==> config.mk <==
export PLATFORM = sky130hd
export DESIGN_NAME = ucf_seq
export DESIGN_NICKNAME = d
export VERILOG_FILES = /design/src/design/ucf_pkg.sv /design/src/design/ucf_seq.sv
export SDC_FILE = /design/constraint.sdc
export NUM_CORES = 1
export LEC_CHECK = 0
export BUFFER_PORTS_ARGS = -buffer_cell sky130_fd_sc_hd__buf_4
export CORE_AREA = 2 2 39 41
export CTS_CLUSTER_SIZE = 20
export DETAILED_ROUTE_END_ITERATION = 12
export DIE_AREA = 0 0 41 43
export PLACE_DENSITY = 0.44
export RECOVER_POWER = 100
export SYNTH_ARGS = -nofsm -noshare
export SYNTH_HDL_FRONTEND = slang
export SYNTH_SLANG_ARGS = --single-unit
export TNS_END_PERCENT = 10
==> constraint.sdc <==
create_clock -name clk_i -period 1.1 [get_ports clk_i]
set_input_delay 0.22 -clock clk_i [delete_from_list [all_inputs] [get_ports clk_i]]
set_output_delay 0.22 -clock clk_i [all_outputs]
set_load 0.02 [all_outputs]
==> src/design/ucf_pkg.sv <==
// ----------------------------------------------------------------------------
// ucf_pkg
// Shared types, constants and arithmetic helpers for the universal comb filter.
// ----------------------------------------------------------------------------
package ucf_pkg;

  // field widths
  localparam int unsigned DataW  = 24;
  localparam int unsigned GainW  = 18;
  localparam int unsigned DelayW = 12;
  localparam int unsigned CfgIdxW = 2;
  localparam int unsigned ProdW  = DataW + GainW;      // full product
  localparam int unsigned RndW   = ProdW - 16;         // product after q16 rounding
  localparam int unsigned SumW   = RndW + 1;           // sum of two rounded terms

  // default ring depth
  localparam int unsigned RingDepthDef = 4096;

  // q2.16 one and gain reset values
  localparam logic signed [GainW-1:0] OneQ16     = 18'sd65536;
  localparam logic signed [GainW-1:0] MinusOneQ16 = -18'sd65536;

  // saturation limits
  localparam logic signed [SumW-1:0] S24Max = SumW'(8388607);
  localparam logic signed [SumW-1:0] S24Min = -SumW'(8388608);

  // register indexes
  typedef enum logic [CfgIdxW-1:0] {
    CFG_DELAY    = 2'd0,
    CFG_BLEND    = 2'd1,
    CFG_FEEDBACK = 2'd2,
    CFG_FEEDFWD  = 2'd3
  } cfg_idx_e;

  // sequencer states
  typedef enum logic [2:0] {
    S_IDLE,
    S_FB,
    S_FF,
    S_BL,
    S_OUT
  } state_e;

  // operand pair for the shared multiplier
  typedef enum logic [1:0] {
    SEL_FB,
    SEL_FF,
    SEL_BL
  } mul_sel_e;

  // control from the sequencer to the datapath
  typedef struct packed {
    logic     accept;
    logic     mul_en;
    mul_sel_e mul_sel;
    logic     v_load;
    logic     acc_load;
    logic     ring_wr;
    logic     out_load;
  } ctrl_t;

  // round a q16 product to nearest, ties upward
  function automatic logic signed [RndW-1:0] round_q16(input logic signed [ProdW-1:0] p);
    logic signed [ProdW-1:0] b;
    b = p + ProdW'(32768);
    return b[ProdW-1:16];
  endfunction

  // saturate a sum to signed 24 bits
  function automatic logic signed [DataW-1:0] sat24(input logic signed [SumW-1:0] s);
    logic signed [DataW-1:0] r;
    if (s > S24Max) begin
      r = S24Max[DataW-1:0];
    end else if (s < S24Min) begin
      r = S24Min[DataW-1:0];
    end else begin
      r = s[DataW-1:0];
    end
    return r;
  endfunction

  // limit feedback to minus one .. one
  function automatic logic signed [GainW-1:0] clamp_fb(input logic signed [GainW-1:0] g);
    logic signed [GainW-1:0] r;
    if (g > OneQ16) begin
      r = OneQ16;
    end else if (g < MinusOneQ16) begin
      r = MinusOneQ16;
    end else begin
      r = g;
    end
    return r;
  endfunction

endpackage

==> src/design/ucf_seq.sv <==
// ----------------------------------------------------------------------------
// ucf_seq
// Sequencer stepping one sample through the shared multiplier.
// ----------------------------------------------------------------------------
module ucf_seq (
  input  logic           clk_i,
  input  logic           rst_ni,
  input  logic           in_valid_i,
  input  logic           out_free_i,
  output logic           in_ready_o,
  output ucf_pkg::ctrl_t ctrl_o
);
  import ucf_pkg::*;

  state_e state_q, state_d;
  logic   accept;

  // new beat taken when idle, or when the result leaves this cycle
  assign in_ready_o = (state_q == S_IDLE) || ((state_q == S_OUT) && out_free_i);
  assign accept     = in_valid_i && in_ready_o;

  // next state
  always_comb begin
    state_d = state_q;
    unique case (state_q)
      S_IDLE: begin
        if (accept) state_d = S_FB;
      end
      S_FB: state_d = S_FF;
      S_FF: state_d = S_BL;
      S_BL: state_d = S_OUT;
      S_OUT: begin
        if (out_free_i) begin
          state_d = accept ? S_FB : S_IDLE;
        end
      end
      default: state_d = S_IDLE;
    endcase
  end

  // control outputs
  always_comb begin
    ctrl_o          = '0;
    ctrl_o.accept   = accept;
    ctrl_o.mul_sel  = SEL_FB;
    unique case (state_q)
      S_IDLE: ;
      S_FB: begin
        ctrl_o.mul_en  = 1'b1;
        ctrl_o.mul_sel = SEL_FB;
      end
      S_FF: begin
        ctrl_o.mul_en  = 1'b1;
        ctrl_o.mul_sel = SEL_FF;
        ctrl_o.v_load  = 1'b1;
      end
      S_BL: begin
        ctrl_o.mul_en   = 1'b1;
        ctrl_o.mul_sel  = SEL_BL;
        ctrl_o.acc_load = 1'b1;
        ctrl_o.ring_wr  = 1'b1;
      end
      S_OUT: begin
        ctrl_o.out_load = out_free_i;
      end
      default: ;
    endcase
  end

  always_ff @(posedge clk_i or negedge rst_ni) begin
    if (!rst_ni) begin
      state_q <= S_IDLE;
    end else begin
      state_q <= state_d;
    end
  end

endmodule

==> flow_summary.yaml <==
critical_path:
  r2r_cells: 4
  rrSetupSlack_ns: 0.08
  start_kind: "flip-flop"
  r2r_start: "state_q[0]$_DFFE_PN0P_"
  arrival_ns: 1.13
  worstPathRequired_ns: 0.88
  path_max_fanout: 5
  crit_type: "reg -> out"
  endpoint_kind: "output pin"
  r2r_end: "state_q[2]$_DFFE_PN0P_"
global_route:
  grt_max_degree: 8
  grt_overflow_total: 0
  antenna_found_initial: 0
  grt_pass1_wl_um: 834
  grt_pass1_vias: 227
  grt_usage_pct: 7.24
floorplan:
  pin_count: 13
  die_w_um: 41
  core-area_um2: 1380
  rows: 14
  dieArea_um2: 1760
  start_util_pct: 15.1
  die_y_um: 43
cts:
  clock_latency_ns: 0.24
  cts_tree: "built"
  ctsLongestPathBuffers: 2
  cts_root_buf: "clkbuf_4"
  path_clk_slew_ns: 0.04
  cts_sinks: 3
  cts_max_level: 1
  numCtsBuffers: 3
power:
  p_clk_share_pct: 14.2
  p_leak_nw: 0.203
  switching_power_mw: 0.555
  combPwrFrac_pct: 68.0
  intPower_mw: 0.830
  power.density_nw_per_um2: 3250
  swShare_pct: 40.1
  vdd_drop_max_v: 0.000654
  p_seq_share_pct: 17.8
final_layout:
  reg_top3: "state_q x3"
  regMostFlops: "state_q"
  layout-drive-gt1-share_pct: 72.7
  final_area_um2: 425
  layout.nets: 49
  layout_common_cells: "buf_4, nor2_1, clkbuf_4, buf_6, dfrtp_2"
  final_common_cell: "buf_4"
  areaGrowthSynthToFinish_pct: 104
  largest_register_ffs: 3
  diodes: 0
routing:
  routed_wl_um: 524
  drt-pass1-iter-count: 1
  drt_iter0_markers: 0
  vias: 229
  ant_nets: 0
  avgRoutedWirePerCell_um: 8.73
  drc: 0
  vias_per_cell: 3.82
sta:
  period_needed_ns: 1.35
  finalHoldViolCount: 0
  rsz0062_at_grt: "true"
  fin_ws_ns: -0.246
  final_max_slew_viol_count: 0
  setup_viol: 9
  relSlewSlack_pct: 89.1
  tightest_slew_ns: 0.163
  period_share_pct: 122
  finClkSkew_ns: 0.00106
  setup_tns_ns: -1.99
  fmax_mhz: 743
place:
  preCtsSetupSlack_ns: -0.0679
  io_buffers: 12
  dpl.hpwl_um: 404
  routabilityCongestion: 0.732
  placed_cell_area_um2: 332
synthesis:
  synth_largest_area_cell: "dfrtp_1"
  syn_area_um2: 209
  yosysWarnings: 0
  synth_seq_area_share_pct: 35.9
  synth_top_area_share_pct: 35.9
  synthTopCellsByArea: "dfrtp_1, buf_4, nor2_1, nor3b_1, nand2b_1"
  syn_nets: 27
  syn_inst: 23
  syn_area_per_cell_um2: 9.08
  ys_types: 14
  ys_ff_latch: 3
min_path:
  min_from: "out_free_i"
  hp-class: "in -> reg"
  whs_path_depth: 3
  holdPathEnd: "state_q[0]$_DFFE_PN0P_"
run:
  cap_violations: 0
status:
  violations: "setup timing"
  status: "finished with violations"
## layer usage
layer,vias to the layer above,routed length (um),part of all wire [%],GRT usage [%]
li1,115,-,-,-
met1,107,179,34,6.77
met2,5,304,58,11.3
met3,2,24,4.6,1.57
met4,0,16,3.1,8.00
met5,-,0,0,0
## cells by family after synthesis
kind of cell           count (synthesis)  share of synthesized area, %
XOR/XNOR                               1                          4.19
AND/OR/NAND/NOR                       12                          34.1
buffers and inverters                  5                          18.0
flip-flops                             3                          35.9
AO/OA/AOI/OAI                          2                          7.79
## per-stage QoR
step / total power, mW / hold WS (ns) / instances / utilization, %
finish: 1.38 / 0.281 / 60 / 30.7
global route: 1.49 / 0.300 / 60 / 30.7
floorplan: 0.676 / -0.0756 / 23 / -
detailed placement: 1.02 / 0.0106 / 53 / 24.0
global placement: 1.02 / 0.0115 / 53 / 24.0
CTS: 1.28 / 0.274 / 59 / 28.1
## power by group through the flow
stage | registers, mW | clock network (mW) | logic (mW)
2_1_floorplan | 0.210 | 0 | 0.466
3_3_place_gp | 0.217 | 0 | 0.806
3_5_place_dp | 0.217 | 0 | 0.800
4_1_cts | 0.225 | 0.202 | 0.855
5_1_grt | 0.261 | 0.221 | 1.01
6_report | 0.247 | 0.196 | 0.942
## worst max-delay path: stages (launching register included)
cell	delay [ns]
dfrtp_2	0.43
nor2_4	0.15
and3_4	0.20
buf_6	0.11
## final cells by class
| type | instances | area [um^2] |
|---|---|---|
| tap | 16 | 20.0 |
| inverter | 1 | 3.75 |
| clock buffer | 4 | 26.3 |
| timing repair buffer | 21 | 168 |
| fill | 149 | 958 |
| sequential | 3 | 78.8 |
| multi-input combinational | 15 | 129 |
## how the worst max path moves through the flow
stage                                      start          to  slack [ns]  depth (start not counted)
after floorplan           state_q[2]$_DFFE_PN0P_   ctrl_o[3]       -0.12                          2
after global placement    state_q[0]$_DFFE_PN0P_   ctrl_o[0]       -0.06                          3
after detailed placement  state_q[0]$_DFFE_PN0P_   ctrl_o[0]       -0.07                          3
after CTS                 state_q[1]$_DFFE_PN0P_   ctrl_o[0]       -0.26                          3
after global routing      state_q[0]$_DFFE_PN0P_  in_ready_o       -0.30                          3
final                     state_q[0]$_DFFE_PN0P_   ctrl_o[0]       -0.25                          3
## synthesized netlist by cell type (all sizes together)
master  n
dfrtp   3
and3b   1
inv     1
nor3b   2
a31o    1
nand2b  2
and2    1
a211oi  1
xnor2   1
nor2    4
and3    2
buf     4
## repair_timing
action,CTS,global route
gates resized for setup,4,9
hold buffers,1,0
setup endpoints to repair,9,10
pin swaps,0,6
buffers inserted,1,1
hold endpoints to repair,3,0
Note: power is estimated with default switching activity, not from simulation.
