[src/design/ucf_pkg.sv]
// ----------------------------------------------------------------------------
// ucf_pkg
// Shared types, constants and arithmetic helpers for the universal comb filter.
// ----------------------------------------------------------------------------
package ucf_pkg;

  // field widths
  localparam int unsigned DataW  = 24;
  localparam int unsigned GainW  = 18;
  localparam int unsigned DelayW = 12;
  localparam int unsigned CfgIdxW = 2;
  localparam int unsigned ProdW  = DataW + GainW;      // full product
  localparam int unsigned RndW   = ProdW - 16;         // product after q16 rounding
  localparam int unsigned SumW   = RndW + 1;           // sum of two rounded terms

  // default ring depth
  localparam int unsigned RingDepthDef = 4096;

  // q2.16 one and gain reset values
  localparam logic signed [GainW-1:0] OneQ16     = 18'sd65536;
  localparam logic signed [GainW-1:0] MinusOneQ16 = -18'sd65536;

  // saturation limits
  localparam logic signed [SumW-1:0] S24Max = SumW'(8388607);
  localparam logic signed [SumW-1:0] S24Min = -SumW'(8388608);

  // register indexes
  typedef enum logic [CfgIdxW-1:0] {
    CFG_DELAY    = 2'd0,
    CFG_BLEND    = 2'd1,
    CFG_FEEDBACK = 2'd2,
    CFG_FEEDFWD  = 2'd3
  } cfg_idx_e;

  // sequencer states
  typedef enum logic [2:0] {
    S_IDLE,
    S_FB,
    S_FF,
    S_BL,
    S_OUT
  } state_e;

  // operand pair for the shared multiplier
  typedef enum logic [1:0] {
    SEL_FB,
    SEL_FF,
    SEL_BL
  } mul_sel_e;

  // control from the sequencer to the datapath
  typedef struct packed {
    logic     accept;
    logic     mul_en;
    mul_sel_e mul_sel;
    logic     v_load;
    logic     acc_load;
    logic     ring_wr;
    logic     out_load;
  } ctrl_t;

  // round a q16 product to nearest, ties upward
  function automatic logic signed [RndW-1:0] round_q16(input logic signed [ProdW-1:0] p);
    logic signed [ProdW-1:0] b;
    b = p + ProdW'(32768);
    return b[ProdW-1:16];
  endfunction

  // saturate a sum to signed 24 bits
  function automatic logic signed [DataW-1:0] sat24(input logic signed [SumW-1:0] s);
    logic signed [DataW-1:0] r;
    if (s > S24Max) begin
      r = S24Max[DataW-1:0];
    end else if (s < S24Min) begin
      r = S24Min[DataW-1:0];
    end else begin
      r = s[DataW-1:0];
    end
    return r;
  endfunction

  // limit feedback to minus one .. one
  function automatic logic signed [GainW-1:0] clamp_fb(input logic signed [GainW-1:0] g);
    logic signed [GainW-1:0] r;
    if (g > OneQ16) begin
      r = OneQ16;
    end else if (g < MinusOneQ16) begin
      r = MinusOneQ16;
    end else begin
      r = g;
    end
    return r;
  endfunction

endpackage

[src/design/ucf_mul.sv]
// ----------------------------------------------------------------------------
// ucf_mul
// Shared sample by gain multiplier with registered product and q16 rounding.
// ----------------------------------------------------------------------------
module ucf_mul (
  input  logic                              clk_i,
  input  logic                              en_i,
  input  logic signed [ucf_pkg::DataW-1:0]  a_i,
  input  logic signed [ucf_pkg::GainW-1:0]  g_i,
  output logic signed [ucf_pkg::RndW-1:0]   rnd_o
);
  import ucf_pkg::*;

  logic signed [ProdW-1:0] prod_q, prod_d;

  // full-width product
  assign prod_d = ProdW'(a_i) * ProdW'(g_i);

  always_ff @(posedge clk_i) begin
    if (en_i) begin
      prod_q <= prod_d;
    end
  end

  // round to nearest on the registered product
  assign rnd_o = round_q16(prod_q);

endmodule

[config.mk]
export PLATFORM = sky130hd
export DESIGN_NAME = ucf_mul
export DESIGN_NICKNAME = d
export VERILOG_FILES = /design/src/design/ucf_pkg.sv /design/src/design/ucf_mul.sv
export SDC_FILE = /design/constraint.sdc
export NUM_CORES = 1
export LEC_CHECK = 0
export ABC_AREA = 0
export ABC_CLOCK_PERIOD_IN_PS = 7300
export BUFFER_PORTS_ARGS = -buffer_cell sky130_fd_sc_hd__buf_2
export CORE_ASPECT_RATIO = 1.75
export CORE_MARGIN = 5
export CORE_UTILIZATION = 45
export DETAILED_ROUTE_END_ITERATION = 12
export HOLD_SLACK_MARGIN = 0.06
export PLACE_DENSITY_LB_ADDON = 0.05
export SLEW_MARGIN = 40
export SYNTH_ARGS = -nofsm -noshare
export SYNTH_HDL_FRONTEND = slang
export SYNTH_SLANG_ARGS = --single-unit
[constraint.sdc]
create_clock -name clk_i -period 7.3 [get_ports clk_i]
set_input_delay 0 -clock clk_i [delete_from_list [all_inputs] [get_ports clk_i]]
set_output_delay 0 -clock clk_i [all_outputs]
set_load 0.02 [all_outputs]
==> results of run 1 <==
[cell type report]
class / instances / area share
Clock buffer: 3 / 0.004431
Clock inverter: 1 / 0.0002954
Inverter: 490 / 0.1086
Multi-Input combinational cell: 1179 / 0.7820
Sequential cell: 27 / 0.04786
Tap cell: 470 / 0.03471
Timing Repair Buffer: 73 / 0.02216
[cells in the mapped netlist, types with 4 or more instances]
cell type and number:
a211oi_1 4, a21o_1 5, a21oi_1 22, and2_1 144, and3_1 9, and4_1 4, clkbuf_1 75, edfxtp_1 27
fa_1 424, ha_1 101, inv_1 489, nand2_1 277, nand2b_1 7, nand3_1 18, nand4_1 9, nor2_1 35
nor3_1 6, o21a_1 4, o21ai_0 12, xnor2_1 42, xor2_1 15
[cells by family after synthesis]
kind of cell             after synthesis  share of synthesized area
XOR/XNOR                              57                    0.03083
AND/OR/NAND/NOR                      522                     0.1532
buffers and inverters                566                     0.1317
AO/OA/AOI/OAI                         75                    0.03184
flip-flops                            27                    0.05008
adder cells (fa/ha/maj)              525                     0.6023
[layer usage]
layer / part of all wire / up-vias / wire length, µm
li1: - / 5081 / -
met1: 0.30 / 6093 / 13560
met2: 0.59 / 213 / 26730
met3: 0.020 / 119 / 908
met4: 0.094 / 0 / 4250
met5: 0 / - / 0
[metrics by stage]
stage	worst slack [ps]	hold WS [ps]	utilization	area, µm²
detailed placement	706.6	548.0	0.4710	16860
global route	655.4	325.0	0.4732	16940
global placement	701.1	553.5	0.4710	16860
CTS	985.5	318.1	0.4732	16940
finish	1002	311.7	0.4732	16940
floorplan	1278	112.5	-	16190
[layout by cell type (no fill, tap or decap), drive strengths merged, types with 10 or more instances in the layout]
cell    instances
a21oi          22
and2          144
and3           10
buf            73
edfxtp         27
fa            424
ha            101
inv           489
nand2         277
nand3          18
nor2           35
o21ai          13
xnor2          42
xor2           15
[final timing paths]
| kind | from | end | slack [ps] | depth (start not counted) |
|---|---|---|---|---|
| worst min-delay path | en_i | prod_q[20]$_DFFE_PP_ | 310 | 1 |
| worst max-delay path | g_i[3] | prod_q[41]$_DFFE_PP_ | 1000 | 22 |
==> results.md, run 1 <==
- Via density: 5.130
- Top reg by flops: prod_q
- Largest regs: prod_q (27)
- Arr. time, crit path: 6300 ps
- Worst Path Max Fanout: 24
- Syn_nets: 2341
- Nets: 2343
- Max-cap violations: 0
- Max reg flops: 27
- Post-synth EDFFs: 27
- Status: finished clean
- GPL Wtd Cong: 0.8272
- Share of the synthesized area in the top cell type: 0.5243
- FFs w/ async S/R, synth: 0
- Largest delay share family, worst path: adder cells
- Clock transition at path regs: 70 ps
- Clock Path Buffers: 2
- Synth Flop Type: edfxtp_1
- Met3 Use GR: 0.01560
- Mapped Area: 0.01619 mm²
- Synth warn: 0
- Post-synth cell types: 53
- H-tree levels: 1
- TNS Setup: 0 ps
- Post-Layout Cell Count: 2243
- DRC Markers: 0
- Leading area contributor after synthesis: fa_1
- Drt wl/cell: 20.26 µm
- Slowest stage cell, crit path: fa_1
- Initial DRT Pass Iterations: 4
- Port buffer count: 69
- GRT met1 Usage: 0.2213
- Core Region: 0.03580 mm²
- Placed cell count: 2239
- Dpl hpwl: 37950 µm
- Root cell of the clock tree: clkbuf_16
- Area Overhead vs Synth: 4.636%
- Postcts setup bufs: 0
- CTS tree: done
- Starting Density: 0.4523
- Rel. slew slack: 0.4463
- Actual slew at the worst max-slew pin: 824.6 ps
- HP Class: primary input to register
- Crit path cell chain: buf_2 -> nand2_1 -> fa_1 -> inv_1 -> fa_1 -> inv_1 -> fa_1 -> inv_1 -> fa_1 -> fa_1 -> inv_1 -> fa_1 -> inv_1 -> ha_1 -> a21o_1 -> a311o_1 -> a311oi_2 -> a211oi_2 -> o2111ai_2 -> a31oi_2 -> nor4_1 -> nor3_2
- Minimum clock period: 6298 ps
- Unrepaired setup endpoints after global routing: no
- Vias in the first global route: 13400
- Worst setup EP type: register
- Fill cell count: 3607
- Post_cts resized: 0
- Setup violators final: 0
- Register area: 810.8 µm²
- Area taken by multi-input logic gates: 0.01325 mm²
- Clk sinks: 27
- Fin. Hold Viols: 0
- All-Layer GR Usage: 0.2407
- Crit path kind: primary input to register
- Row cnt: 92
- Top cells by area, synth: fa_1, inv_1, ha_1, nand2_1, and2_1
- Post-Syn Instances: 1772
- # IOs: 70
- Most common cell on crit path: fa_1
- FF+latch count, synth: 27
- Die W: 153.4 µm
- Slew Limit Fails: 0
- Layout cells sized above 1: 0.04907
- First-pass GRT wire length: 72930 µm
- Register area share after synthesis: 0.05008
- M2 GR Usage: 0.4903
- Grt total ovfl: 0
- Die Y: 260.9 µm
- Hold buffer count at cts: 0
- Detailed Route WL: 45450 µm
- DR iter-0 viols: 416
- Die ar.: 0.04002 mm²
- Fmax: 158.8 MHz
- Startpoint types: primary input
- GRT Max-Usage Layer: met2
- Final ANT Viol Nets: 0
- Initial antenna violation count: 0
- DR vias: 11510
- Slowest stage delay, CP: 570 ps
- Syn avg cell area: 9.137 µm²
- Cts bufs inserted: 3
- Largest net degree at the start of global routing: 28
- Diode count: 0
- Fin crit share: 0.8627
- Buf+Inv Stages, Crit Path: 6
- Worst EP required: 7310 ps
Power of run 1 is not shown: default switching activity piles up to over one toggle a cycle in this logic, so the estimate is an artifact.
==> run 2, diff against run 1 <==
- ABC_AREA: 0 -> unset
- CORE_UTILIZATION: 45 -> 61
- GPL_TIMING_DRIVEN: unset -> 0
==> run 2 against run 1 <==
Against the previous run:
- routed wire length increased by 3.3%
- sequential share of layout area is essentially flat
- critical endpoint unchanged
- setup slack got worse by 730 ps
- critical path depth fell by 1
- hold slack worse by 22 ps
- flip-flop and latch count unchanged
- non-clock buffer count increased by 58
- via count grew 5.5%
- count of clock-buffer cells in the layout did not move
- die area is 25% lower
- highest routed layer unchanged
- fmax fell by 10%
- utilization grew 17 points
==> results.md, run 2 (synthesis gave the netlist of run 1 again) <==
- Initial antenna violation count: 0 (unchanged)
- GPL Wtd Cong: 0.9941 (was 0.8272)
- All-Layer GR Usage: 0.3314 (was 0.2407)
- Port buffer count: 55 (was 69)
- Max-cap violations: 0 (unchanged)
- Largest net degree at the start of global routing: 28 (unchanged)
- # IOs: 70 (unchanged)
- Vias in the first global route: 13910 (was 13400)
- Die W: 133.2 µm (was 153.4 µm)
- First-pass GRT wire length: 73660 µm (was 72930 µm)
- Hold buffer count at cts: 0 (unchanged)
- Worst-case hold path end point: prod_q[21]$_DFFE_PP_ (was prod_q[20]$_DFFE_PP_)
- Most common cell on crit path: fa_1 (unchanged)
- DRC Markers: 0 (unchanged)
- CTS tree: done (unchanged)
- Slowest stage cell, crit path: fa_1 (unchanged)
- Setup violators final: 0 (unchanged)
- Largest regs: prod_q (27) (unchanged)
- Area taken by multi-input logic gates: 0.01325 mm² (unchanged)
- Row cnt: 79 (was 92)
- H-tree levels: 1 (unchanged)
- Area Overhead vs Synth: 4.699% (was 4.636%)
- Hold path start: en_i (unchanged)
- Startpoint types: primary input (unchanged)
- Via density: 5.632 (was 5.130)
- Final ANT Viol Nets: 0 (unchanged)
- Starting Density: 0.6135 (was 0.4523)
- Commonest non-fill, non-tap cells in the layout: inv_1, fa_1, nand2_1, and2_1, ha_1 (unchanged)
- Root cell of the clock tree: clkbuf_16 (unchanged)
- Post_cts resized: 0 (unchanged)
- Most common cell after layout, fill and taps aside: inv_1 (unchanged)
- Clock transition at path regs: 70 ps (about the same)
- Top reg by flops: prod_q (unchanged)
- Max reg flops: 27 (unchanged)
- Unrepaired setup endpoints after global routing: no (unchanged)
- Register area: 810.8 µm² (unchanged)
- Clock Path Buffers: 2 (unchanged)
- Drt wl/cell: 21.79 µm (was 20.26 µm)
- Actual slew at the worst max-slew pin: 877.7 ps (was 824.6 ps)
- Pre-CTS setup slack: 13.31 ps (was 706.6 ps)
- Fin crit share: 0.9632 (was 0.8627)
- Post-Layout Cell Count: 2155 (was 2243)
- Die ar.: 0.03003 mm² (was 0.04002 mm²)
- Die Y: 225.5 µm (was 260.9 µm)
- DR vias: 12140 (was 11510)
- Core Region: 0.02639 mm² (was 0.03580 mm²)
- Rel. slew slack: 0.4149 (was 0.4463)
- Diode count: 0 (unchanged)
- Dpl hpwl: 41520 µm (was 37950 µm)
- Slew Limit Fails: 0 (unchanged)
- Worst setup EP type: register (unchanged)
- Clk sinks: 27 (unchanged)
- Layout cells sized above 1: 0.03823 (was 0.04907)
- Minimum clock period: 7031 ps (was 6298 ps)
- Initial DRT Pass Iterations: 5 (was 4)
- Status: finished clean (unchanged)
- Cts bufs inserted: 3 (unchanged)
- Hold Path Depth: 1 (unchanged)
- Grt total ovfl: 0 (unchanged)
- Placed cell count: 2151 (was 2239)
- Worst Path Max Fanout: 10 (was 24)
- Nets: 2401 (was 2343)
- Slowest stage delay, CP: 630 ps (was 570 ps)
- Crit path cell chain: clkbuf_1 -> clkbuf_1 -> nand2_1 -> fa_1 -> inv_1 -> fa_1 -> fa_1 -> fa_1 -> fa_1 -> inv_1 -> fa_1 -> inv_1 -> ha_1 -> a21oi_1 -> o21ai_0 -> o2111ai_1 -> a211oi_2 -> o2111ai_2 -> a31oi_2 -> and4_4 -> nor3_2 (was buf_2 -> nand2_1 -> fa_1 -> inv_1 -> fa_1 -> inv_1 -> fa_1 -> inv_1 -> fa_1 -> fa_1 -> inv_1 -> fa_1 -> inv_1 -> ha_1 -> a21o_1 -> a311o_1 -> a311oi_2 -> a211oi_2 -> o2111ai_2 -> a31oi_2 -> nor4_1 -> nor3_2)
- Final worst slack: 268.7 ps (was 1002 ps)
- Fin. Hold Viols: 0 (unchanged)
- Worst EP required: 7300 ps (was 7310 ps)
- Fmax: 142.2 MHz (was 158.8 MHz)
- Detailed Route WL: 46960 µm (was 45450 µm)
- Crit path kind: primary input to register (unchanged)
- Postcts setup bufs: 0 (unchanged)
- DR iter-0 viols: 572 (was 416)
- Fill cell count: 2343 (was 3607)
- TNS Setup: 0 ps (unchanged)
- HP Class: primary input to register (unchanged)
- Arr. time, crit path: 7030 ps (was 6300 ps)
run 2: cell types whose count changed in the layout (fill, tap and decap cells not counted), sizes merged:
cell    change
buf        -17
clkbuf     +75
run 2: worst max-delay path by stage:
stage,cells past startpoint,start,endpoint,slack [ps]
after CTS,21,a_i[9],prod_q[41]$_DFFE_PP_,280
after floorplan,24,a_i[13],prod_q[41]$_DFFE_PP_,1280
after global routing,21,a_i[9],prod_q[41]$_DFFE_PP_,60
final,21,a_i[9],prod_q[41]$_DFFE_PP_,270
after detailed placement,21,a_i[9],prod_q[41]$_DFFE_PP_,10
after global placement,20,a_i[9],prod_q[41]$_DFFE_PP_,60
run 2: area by class of cell:
type                    instances  share of cell area
multi-input cells            1179              0.7815
plain buffers                  76             0.01727
clock buffers                   3            0.004429
clock inverters                 1           0.0002952
repair buffers                 55             0.01624
well taps                     324             0.02391
inverters                     490              0.1085
flip-flops and latches         27             0.04783
run 2: worst max-delay path, delay by kind of cell:
family | cells | cell delay, ps
and+or+nand+nor | 3 | 470
AOI/OAI and AO/OA | 6 | 1810
buffers and inverters | 5 | 1200
adders and majority gates | 7 | 3530
run 2: per-stage QoR:
stage	cell area [µm²]	utilization	hold WS, ps
2_1_floorplan	16190	-	112.5
3_3_place_gp	16870	0.6393	545.3
3_5_place_dp	16870	0.6393	546.9
4_1_cts	16950	0.6423	302.8
5_1_grt	16950	0.6423	303.8
6_report	16950	0.6423	290.2
run 2: per-layer routing:
layer | track usage | wire, µm | vias to the layer above
met3 | 0.02815 | 1693 | 252
met5 | 0 | 0 | -
met4 | 0.3195 | 6304 | 0
met2 | 0.6244 | 25560 | 443
met1 | 0.3027 | 13400 | 6238
li1 | - | - | 5204
Power of run 2 is left out for the same reason.
==> run 3, diff against run 2 <==
- ABC_CLOCK_PERIOD_IN_PS: 7300 -> 6800
- CORE_UTILIZATION: 61 -> 44
- clock period: 7.3 -> 6.8 ns (I/O delays scaled with it)
==> run 3 against run 2 <==
Against the previous run:
- critical path depth increased by 3
- sequential share of layout area decreased by 0.068 points
- routed wire length increased by 4.4%
- first-iteration DRC count decreased by 25%
- utilization decreased by 17 points
- hold slack got worse by 11 ps
- flip-flop and latch count unchanged
- final cell count increased by 6.7%
- global-route usage decreased by 7.6 points
- non-clock buffer count decreased by 7
- setup slack got worse by 67 ps
==> results.md, run 3 (synthesis gave the netlist of run 1 again) <==
- Status: finished clean (unchanged)
- Worst Path Max Fanout: 10 (unchanged)
- Slowest stage cell, crit path: clkbuf_1 (was fa_1)
- Core Region: 0.03665 mm² (was 0.02639 mm²)
- Cts bufs inserted: 3 (unchanged)
- Fin crit share: 0.9704
- Row cnt: 93 (was 79)
- Slew Limit Fails: 0 (unchanged)
- Via density: 5.133 (was 5.632)
- Rel. slew slack: 0.4923 (was 0.4149)
- Max-cap violations: 0 (unchanged)
- HP Class: primary input to register (unchanged)
- CTS tree: done (unchanged)
- Vias in the first global route: 13800 (was 13910)
- Minimum clock period: 6598 ps
- Starting Density: 0.4417 (was 0.6135)
- Slowest stage delay, CP: 600 ps (was 630 ps)
- Worst EP required: 6870 ps (was 7300 ps)
- Most common cell after layout, fill and taps aside: inv_1 (unchanged)
- First-pass GRT wire length: 77490 µm (was 73660 µm)
- Fill cell count: 3680 (was 2343)
- Die ar.: 0.04088 mm² (was 0.03003 mm²)
- Fin. Hold Viols: 0 (unchanged)
- GPL Wtd Cong: 0.9437 (was 0.9941)
- Port buffer count: 55 (unchanged)
- Worst setup EP type: register (unchanged)
- Clk sinks: 27 (unchanged)
- Largest delay share family, worst path: adder cells (unchanged)
- Crit path kind: primary input to register (unchanged)
- All-Layer GR Usage: 0.2549 (was 0.3314)
- Pre-CTS setup slack: -716.8 ps (was 13.31 ps)
- Largest regs: prod_q (27) (unchanged)
- Crit path cell chain: buf_2 -> clkbuf_1 -> nand2_1 -> fa_1 -> inv_1 -> fa_1 -> inv_1 -> fa_1 -> inv_1 -> fa_1 -> fa_1 -> inv_1 -> fa_1 -> inv_1 -> ha_1 -> buf_6 -> a21o_1 -> a311o_1 -> a311oi_4 -> a211oi_2 -> o2111ai_2 -> a31oi_2 -> and4_4 -> nor3_2 (was clkbuf_1 -> clkbuf_1 -> nand2_1 -> fa_1 -> inv_1 -> fa_1 -> fa_1 -> fa_1 -> fa_1 -> inv_1 -> fa_1 -> inv_1 -> ha_1 -> a21oi_1 -> o21ai_0 -> o2111ai_1 -> a211oi_2 -> o2111ai_2 -> a31oi_2 -> and4_4 -> nor3_2)
- Root cell of the clock tree: clkbuf_16 (unchanged)
- Unrepaired setup endpoints after global routing: no (unchanged)
- Fmax: 151.6 MHz
- Die W: 155.0 µm (was 133.2 µm)
- Clock Path Buffers: 2 (unchanged)
- Postcts setup bufs: 0 (unchanged)
- Diode count: 0 (unchanged)
- Buf+Inv Stages, Crit Path: 8 (was 5)
- H-tree levels: 1 (unchanged)
- Die Y: 263.8 µm (was 225.5 µm)
- Actual slew at the worst max-slew pin: 761.6 ps (was 877.7 ps)
- Grt total ovfl: 0 (unchanged)
- Layout cells sized above 1: 0.06689 (was 0.03823)
- Final ANT Viol Nets: 0 (unchanged)
- DR vias: 11800 (was 12140)
- Clock transition at path regs: 70 ps (about the same)
- # IOs: 70 (unchanged)
- Initial DRT Pass Iterations: 5 (unchanged)
- Dpl hpwl: 44160 µm (was 41520 µm)
- Commonest non-fill, non-tap cells in the layout: inv_1, fa_1, nand2_1, and2_1, ha_1 (unchanged)
- Initial antenna violation count: 1 (was 0)
- DRC Markers: 0 (unchanged)
- Setup violators final: 0 (unchanged)
- Most common cell on crit path: fa_1 (unchanged)
- Startpoint types: primary input (unchanged)
- Final worst slack: 201.5 ps (was 268.7 ps)
- Area Overhead vs Synth: 6.213% (was 4.699%)
- Largest net degree at the start of global routing: 28 (unchanged)
- Arr. time, crit path: 6660 ps (was 7030 ps)
- Drt wl/cell: 21.33 µm (was 21.79 µm)
- Nets: 2394 (was 2401)
- Detailed Route WL: 49040 µm (was 46960 µm)
- TNS Setup: 0 ps (unchanged)
- Hold buffer count at cts: 0 (unchanged)
- Top reg by flops: prod_q (unchanged)
- Max reg flops: 27 (unchanged)
- DR iter-0 viols: 429 (was 572)
==> run 3: changes by cell type in the layout (fill, tap and decap cells not counted) <==
cell / delta
clkbuf_1: -56
a311oi_2: -1
clkbuf_2: +47
o21ai_2: +1
clkinv_1: -1
buf_2: +1
a311oi_4: +1
ha_2: +1
o21ai_0: -1
ha_1: -1
clkbuf_4: +1
clkinv_2: +1
==> run 3: stage by stage <==
stage,util,cell area (µm²),hold slack [ps],instances
2_1_floorplan,-,16190,112.5,1772
3_3_place_gp,0.4654,17060,541.6,2302
3_5_place_dp,0.4654,17060,538.3,2302
4_1_cts,0.4684,17170,297.8,2302
5_1_grt,0.4692,17200,327.3,2299
6_report,0.4692,17200,278.9,2299
==> run 3: final cells by class <==
class	count	area, µm²	share of cell area
Multi-Input combinational cell	1179	13270	0.7714
Inverter	490	1841	0.1070
Sequential cell	27	810.8	0.04715
Tap cell	475	594.3	0.03456
Buffer	69	330.3	0.01921
Timing Repair Buffer	55	275.3	0.01601
Clock buffer	3	75.07	0.004366
Clock inverter	1	5.005	0.0002910
==> run 3: worst paths after layout <==
path,startpoint,end,slack (ps),depth (start not counted)
setup / recovery,a_i[4],prod_q[41]$_DFFE_PP_,200,24
hold / removal,en_i,prod_q[16]$_DFFE_PP_,280,1
==> run 3: metal layers <==
| metal | GRT usage | wire length, µm | vias up |
|---|---|---|---|
| met3 | 0.01475 | 1457 | 147 |
| met4 | 0.1672 | 4588 | 0 |
| met2 | 0.5158 | 28660 | 324 |
| met5 | 0 | 0 | - |
| li1 | - | - | 5198 |
| met1 | 0.2361 | 14330 | 6131 |
==> run 3: what timing repair did <==
item                       in CTS  in global routing
setup endpoints to repair       6                  6
pin swaps                       1                  1
resized for setup              27                 55
Power of run 3 is left out for the same reason.
